File: config.mk
export PLATFORM = sky130hd
export DESIGN_NAME = qts_ctrl
export DESIGN_NICKNAME = d
export VERILOG_FILES = /design/src/design/qts_pkg.sv /design/src/design/qts_ctrl.sv
export SDC_FILE = /design/constraint.sdc
export NUM_CORES = 1
export LEC_CHECK = 0
export ABC_AREA = 1
export ABC_CLOCK_PERIOD_IN_PS = 7700
export BUFFER_PORTS_ARGS = -buffer_cell sky130_fd_sc_hd__buf_4
export CAP_MARGIN = 20
export CELL_PAD_IN_SITES_DETAIL_PLACEMENT = 1
export CELL_PAD_IN_SITES_GLOBAL_PLACEMENT = 2
export CORE_ASPECT_RATIO = 1.25
export CORE_UTILIZATION = 32
export CTS_CLUSTER_DIAMETER = 60
export DETAILED_ROUTE_END_ITERATION = 6
export PLACE_DENSITY = 0.78
export SYNTH_ARGS = -nofsm -noshare
export SYNTH_HDL_FRONTEND = slang
export SYNTH_SLANG_ARGS = --single-unit
File: constraint.sdc
create_clock -name clk_i -period 7.7 [get_ports clk_i]
set_input_delay 1.54 -clock clk_i [delete_from_list [all_inputs] [get_ports clk_i]]
set_output_delay 1.54 -clock clk_i [all_outputs]
set_load 0.02 [all_outputs]
File: src/design/qts_pkg.sv
package qts_pkg;

  localparam int unsigned ValueW = 32;
  localparam int unsigned CapW   = 11;

  localparam logic [CapW-1:0] CapReset = 11'd1024;

  localparam logic OpAdd = 1'b0;
  localparam logic OpDel = 1'b1;

  localparam logic CfgCapA = 1'b0;
  localparam logic CfgCapB = 1'b1;

  typedef enum logic [1:0] {
    StOk    = 2'd0,
    StFull  = 2'd1,
    StEmpty = 2'd2
  } status_e;

  // decision for one item, handed from the controller to the result stage
  typedef struct packed {
    status_e status;
    logic    rd;      // successful delete: value comes from the memory read
  } res_t;

endpackage

File: src/design/qts_ctrl.sv
module qts_ctrl #(
  parameter int unsigned StackDepth = 1024,
  parameter int unsigned MemDepth   = 2 * StackDepth,
  parameter int unsigned AddrW      = $clog2(MemDepth),
  parameter int unsigned CntW       = $clog2(StackDepth + 1)
) (
  input  logic                       clk_i,
  input  logic                       rst_ni,
  input  logic                       accept_i,
  input  logic                       op_i,
  input  logic [qts_pkg::CapW-1:0]   cap_a_i,
  input  logic [qts_pkg::CapW-1:0]   cap_b_i,
  output qts_pkg::res_t              res_o,
  output logic                       we_o,
  output logic [AddrW-1:0]           waddr_o,
  output logic                       re_o,
  output logic [AddrW-1:0]           raddr_o
);

  logic [CntW-1:0]  in_cnt_q, in_cnt_d;
  logic [CntW-1:0]  out_cnt_q, out_cnt_d;
  logic [AddrW-1:0] head_q, head_d;
  logic [AddrW-1:0] tail_q, tail_d;
  logic [31:0]      cap_a_c, cap_b_c, cap_in;
  logic             room;
  qts_pkg::res_t    res;

  function automatic logic [31:0] clamp_cap(input logic [qts_pkg::CapW-1:0] c);
    logic [31:0] v;
    v = 32'(c);
    if (v == 32'd0) begin
      return 32'd1;
    end else if (v > 32'(StackDepth)) begin
      return 32'(StackDepth);
    end
    return v;
  endfunction

  function automatic logic [AddrW-1:0] ptr_inc(input logic [AddrW-1:0] p);
    return (p == AddrW'(MemDepth - 1)) ? '0 : p + AddrW'(1);
  endfunction

  assign cap_a_c = clamp_cap(cap_a_i);
  assign cap_b_c = clamp_cap(cap_b_i);
  assign cap_in  = (cap_a_c <= cap_b_c) ? cap_a_c : cap_b_c;
  assign room    = 32'(in_cnt_q) < cap_in;

  // Queue order is outbound then inbound, so one circular buffer holds both;
  // a fold only moves the count from inbound to outbound.
  always_comb begin
    res.status = qts_pkg::StOk;
    res.rd     = 1'b0;
    in_cnt_d   = in_cnt_q;
    out_cnt_d  = out_cnt_q;
    head_d     = head_q;
    tail_d     = tail_q;
    if (op_i == qts_pkg::OpAdd) begin
      if (room) begin
        in_cnt_d = in_cnt_q + CntW'(1);
        tail_d   = ptr_inc(tail_q);
      end else if (out_cnt_q == '0) begin
        out_cnt_d = in_cnt_q;
        in_cnt_d  = CntW'(1);
        tail_d    = ptr_inc(tail_q);
      end else begin
        res.status = qts_pkg::StFull;
      end
    end else begin
      if (out_cnt_q != '0) begin
        out_cnt_d = out_cnt_q - CntW'(1);
        res.rd    = 1'b1;
        head_d    = ptr_inc(head_q);
      end else if (in_cnt_q != '0) begin
        in_cnt_d = in_cnt_q - CntW'(1);
        res.rd   = 1'b1;
        head_d   = ptr_inc(head_q);
      end else begin
        res.status = qts_pkg::StEmpty;
      end
    end
  end

  always_ff @(posedge clk_i or negedge rst_ni) begin
    if (!rst_ni) begin
      in_cnt_q  <= '0;
      out_cnt_q <= '0;
      head_q    <= '0;
      tail_q    <= '0;
    end else if (accept_i) begin
      in_cnt_q  <= in_cnt_d;
      out_cnt_q <= out_cnt_d;
      head_q    <= head_d;
      tail_q    <= tail_d;
    end
  end

  assign res_o   = res;
  assign we_o    = accept_i && (op_i == qts_pkg::OpAdd) && (res.status == qts_pkg::StOk);
  assign waddr_o = tail_q;
  assign re_o    = accept_i && res.rd;
  assign raddr_o = head_q;

  a_in_cnt_bound : assert property (@(posedge clk_i) disable iff (!rst_ni)
    32'(in_cnt_q) <= 32'(StackDepth))
    else $error("inbound count above stack depth");

  a_out_cnt_bound : assert property (@(posedge clk_i) disable iff (!rst_ni)
    32'(out_cnt_q) <= 32'(StackDepth))
    else $error("outbound count above stack depth");

  a_empty_idle : assert property (@(posedge clk_i) disable iff (!rst_ni)
    accept_i && res.status == qts_pkg::StEmpty |=>
      in_cnt_q == '0 && out_cnt_q == '0 && $stable(head_q))
    else $error("empty delete changed state");

  a_ptr_match : assert property (@(posedge clk_i) disable iff (!rst_ni)
    in_cnt_q == '0 && out_cnt_q == '0 |-> head_q == tail_q)
    else $error("pointers disagree with empty counts");

endmodule

==> metrics.txt <==
maximum number of pins on one net before global-route repair=45; detailed-route vias per instance=4.80; Async SR Flop Fraction=1.00; relative slew slack=0.590; final RePlAce weighted congestion=0.772; number of flip-flops and latches in the synthesized netlist=44; Setup-failing EPs final=0; Die X-Extent=100 um; number of pins with negative max-slew slack in the final report=0; via count of the first global-routing pass=4,044; worst vdd ir=0.125 mV; Synthesis Warnings=0; number of enable-type register cells in the synthesized netlist=0; worst hold margin=0.521 ns; Min-Delay Path Class=reg2reg; commonest cells in the netlist=sky130_fd_sc_hd__nand2_1 (148), sky130_fd_sc_hd__nor2_1 (81), sky130_fd_sc_hd__inv_1 (60), sky130_fd_sc_hd__dfrtp_1 (44), sky130_fd_sc_hd__nand3_1 (37); DRT antenna net count=0; CTS Buffer Depth=2; largest cells by area after synthesis=sky130_fd_sc_hd__dfrtp_1 (29%), sky130_fd_sc_hd__nand2_1 (14%), sky130_fd_sc_hd__ha_1 (9.1%); DIE HEIGHT=125 um; most common flop cell mapped by yosys=sky130_fd_sc_hd__dfrtp_1; Avg Cell Area, Syn=6.69 um2; Critical Path Source Type=input port; cells resized by post-CTS repair=0; number of detailed-route iterations in the first pass=4; P&R area growth vs syn=16.8%; clock latency reported for the late side of the worst-skew pair=0.29 ns; Worst EP required=6.16 ns; Remaining Overflow, GRT=0; DRC Markers=0; number of failing hold endpoints at the final stage=0; Mapped Nets=630; nets@finish=672; Core ar.=11,700 um2; total die area=12,500 um2; number of antenna violations at the first check in global routing=0; worst setup path class=in2out; fraction of final layout cells sized beyond drive strength 1=0.176; static power due to leakage=2.34 nW; WP data arrival=5.46 ns; Final HPWL DP=8.72 mm; Post-Syn Area=3850 um2; average wire per standard cell=14.0 um; wire length of the first global-routing pass=18.8 mm; pwr dens=318 nW/um2; post-synthesis cell type count=40; cts-stage hold buffer count=0; Starting DRT DRC Count=93; area share of the largest cell type after synthesis=0.286; max-cap violations=0; post-synth top area cell=sky130_fd_sc_hd__dfrtp_1; sequential fraction of the synthesis area=0.286; dominant cell by count in the synthesized netlist=sky130_fd_sc_hd__nand2_1; Sink Count=44; transition time at the pin with the least slew margin=0.615 ns; Tot GR Track Use=0.185; Diodes inserted=0; level count of the clock H-tree=2; total length of routed wires=10.9 mm; post-CTS setup buffer count=0; number of port buffers=52; run status=finished clean; shortest clock period the worst path allows after layout=7.00 ns; post-route clock skew=0.00431 ns; CTS tree=yes; top fanout value on the critical path=17; num rows=44; Initial Util=0.330; cells after synthesis=576; Clock Tree Root=sky130_fd_sc_hd__clkbuf_16; Final Cycle Share=0.910; unrepaired setup endpoints after global routing=no; total CTS buffers=5; Max Freq=143 MHz; Critical Path End Type=output pin; number of placed I/O pins=53; routed vias=3,746; clock transition at the register clock pins on the worst setup and hold paths after CTS=0.07 ns; Setup Total Neg Slack=0 ns
## cell type report
type	count	area [um2]
Inverter	76	285
Clock buffer	6	139
Clock inverter	2	15.0
Timing Repair Buffer	55	413
Tap cell	161	201
Sequential cell	44	1100
Fill cell	1554	7170
Multi-Input combinational cell	436	2340
## cells in the final DEF (no fill, tap or decap), types with 5 or more instances in the layout
cell / n
sky130_fd_sc_hd__dfrtp_1: 44
sky130_fd_sc_hd__nor2_1: 81
sky130_fd_sc_hd__inv_1: 60
sky130_fd_sc_hd__inv_2: 16
sky130_fd_sc_hd__nor3_1: 9
sky130_fd_sc_hd__o21ai_1: 8
sky130_fd_sc_hd__o21ai_2: 12
sky130_fd_sc_hd__nand2_2: 5
sky130_fd_sc_hd__o21ai_0: 23
sky130_fd_sc_hd__buf_4: 55
sky130_fd_sc_hd__nand2_1: 148
sky130_fd_sc_hd__a21oi_1: 17
sky130_fd_sc_hd__nand4_1: 14
sky130_fd_sc_hd__ha_1: 28
sky130_fd_sc_hd__clkbuf_16: 5
sky130_fd_sc_hd__a21oi_2: 5
sky130_fd_sc_hd__xor2_1: 19
sky130_fd_sc_hd__nand3_1: 37
## worst paths after layout
kind | startpoint | end | slack, ns | depth (start not counted)
worst max-delay path | cap_b_i[8] | res_o[1] | 0.70 | 27
worst min-delay path | out_cnt_q[1]$_DFFE_PN0P_ | out_cnt_q[1]$_DFFE_PN0P_ | 0.52 | 2
worst max register to register | out_cnt_q[0]$_DFFE_PN0P_ | out_cnt_q[2]$_DFFE_PN0P_ | 5.04 | 10
worst min register to register | out_cnt_q[1]$_DFFE_PN0P_ | out_cnt_q[1]$_DFFE_PN0P_ | 0.52 | 2
max in group asynchronous | rst_ni | raddr_o[3]$_DFFE_PN0P_ | 6.03 | 1
min in group asynchronous | rst_ni | waddr_o[5]$_DFFE_PN0P_ | 1.26 | 1
## worst max-delay path, stage by stage
cell	delay (ns)
sky130_fd_sc_hd__buf_4	0.11
sky130_fd_sc_hd__or2_1	0.23
sky130_fd_sc_hd__nor2_1	0.09
sky130_fd_sc_hd__nand2_1	0.06
sky130_fd_sc_hd__nand2_1	0.07
sky130_fd_sc_hd__and2_1	0.30
sky130_fd_sc_hd__nand2_1	0.16
sky130_fd_sc_hd__ha_1	0.32
sky130_fd_sc_hd__nand2_1	0.07
sky130_fd_sc_hd__nor2_1	0.15
sky130_fd_sc_hd__nand2_1	0.07
sky130_fd_sc_hd__nand2_1	0.05
sky130_fd_sc_hd__nand2_1	0.04
sky130_fd_sc_hd__nand2_1	0.07
sky130_fd_sc_hd__nand2_1	0.10
sky130_fd_sc_hd__inv_1	0.34
sky130_fd_sc_hd__o21ai_0	0.17
sky130_fd_sc_hd__ha_1	0.31
sky130_fd_sc_hd__a21oi_1	0.15
sky130_fd_sc_hd__nor2_1	0.05
sky130_fd_sc_hd__a211oi_1	0.16
sky130_fd_sc_hd__nand2_1	0.09
sky130_fd_sc_hd__nand2_2	0.19
sky130_fd_sc_hd__nand2_2	0.12
sky130_fd_sc_hd__nand3_2	0.24
sky130_fd_sc_hd__inv_2	0.05
sky130_fd_sc_hd__buf_4	0.16
## layer usage
layer,share of wire,vias up,global-route usage
li1,-,1924,-
met1,0.44,1784,0.223
met2,0.53,31,0.347
met3,0.018,7,0.0224
met4,0.0083,0,0.0358
met5,0,-,0
## kinds of logic (layout without fill, tap and decap cells)
| kind of cell | Yosys count | count (layout) | synth area share |
|---|---|---|---|
| AND/OR/NAND/NOR | 313 | 313 | 0.350 |
| buffers and inverters | 96 | 139 | 0.106 |
| AO/OA/AOI/OAI | 74 | 74 | 0.120 |
| flip-flops | 44 | 44 | 0.286 |
| adder cells (fa/ha/maj) | 28 | 28 | 0.0909 |
| XOR/XNOR | 21 | 21 | 0.0477 |
## report_power, final
part	total (mW)	internal, mW	switching, mW
clock network	0.229	0.129	0.0997
logic	0.749	0.289	0.460
registers	0.452	0.321	0.131
total	1.43	0.740	0.690
## sequential cells by signal (all words and copies together), names as in the netlist
name,cells
in_cnt_q,11
out_cnt_q,11
raddr_o,11
waddr_o,11
## per-stage QoR
stage           util  area [um2]  setup slack [ns]  cells  total power [mW]
3_3_place_gp   0.372        4340             0.821    772              1.19
5_1_grt        0.385        4500             0.128    780              1.58
4_1_cts        0.385        4500             0.648    780              1.46
3_5_place_dp   0.372        4340             0.657    772              1.22
2_1_floorplan      -        3850              1.21    576             0.982
6_report       0.385        4500             0.695    780              1.43
Power figures use the tool's default switching activity.
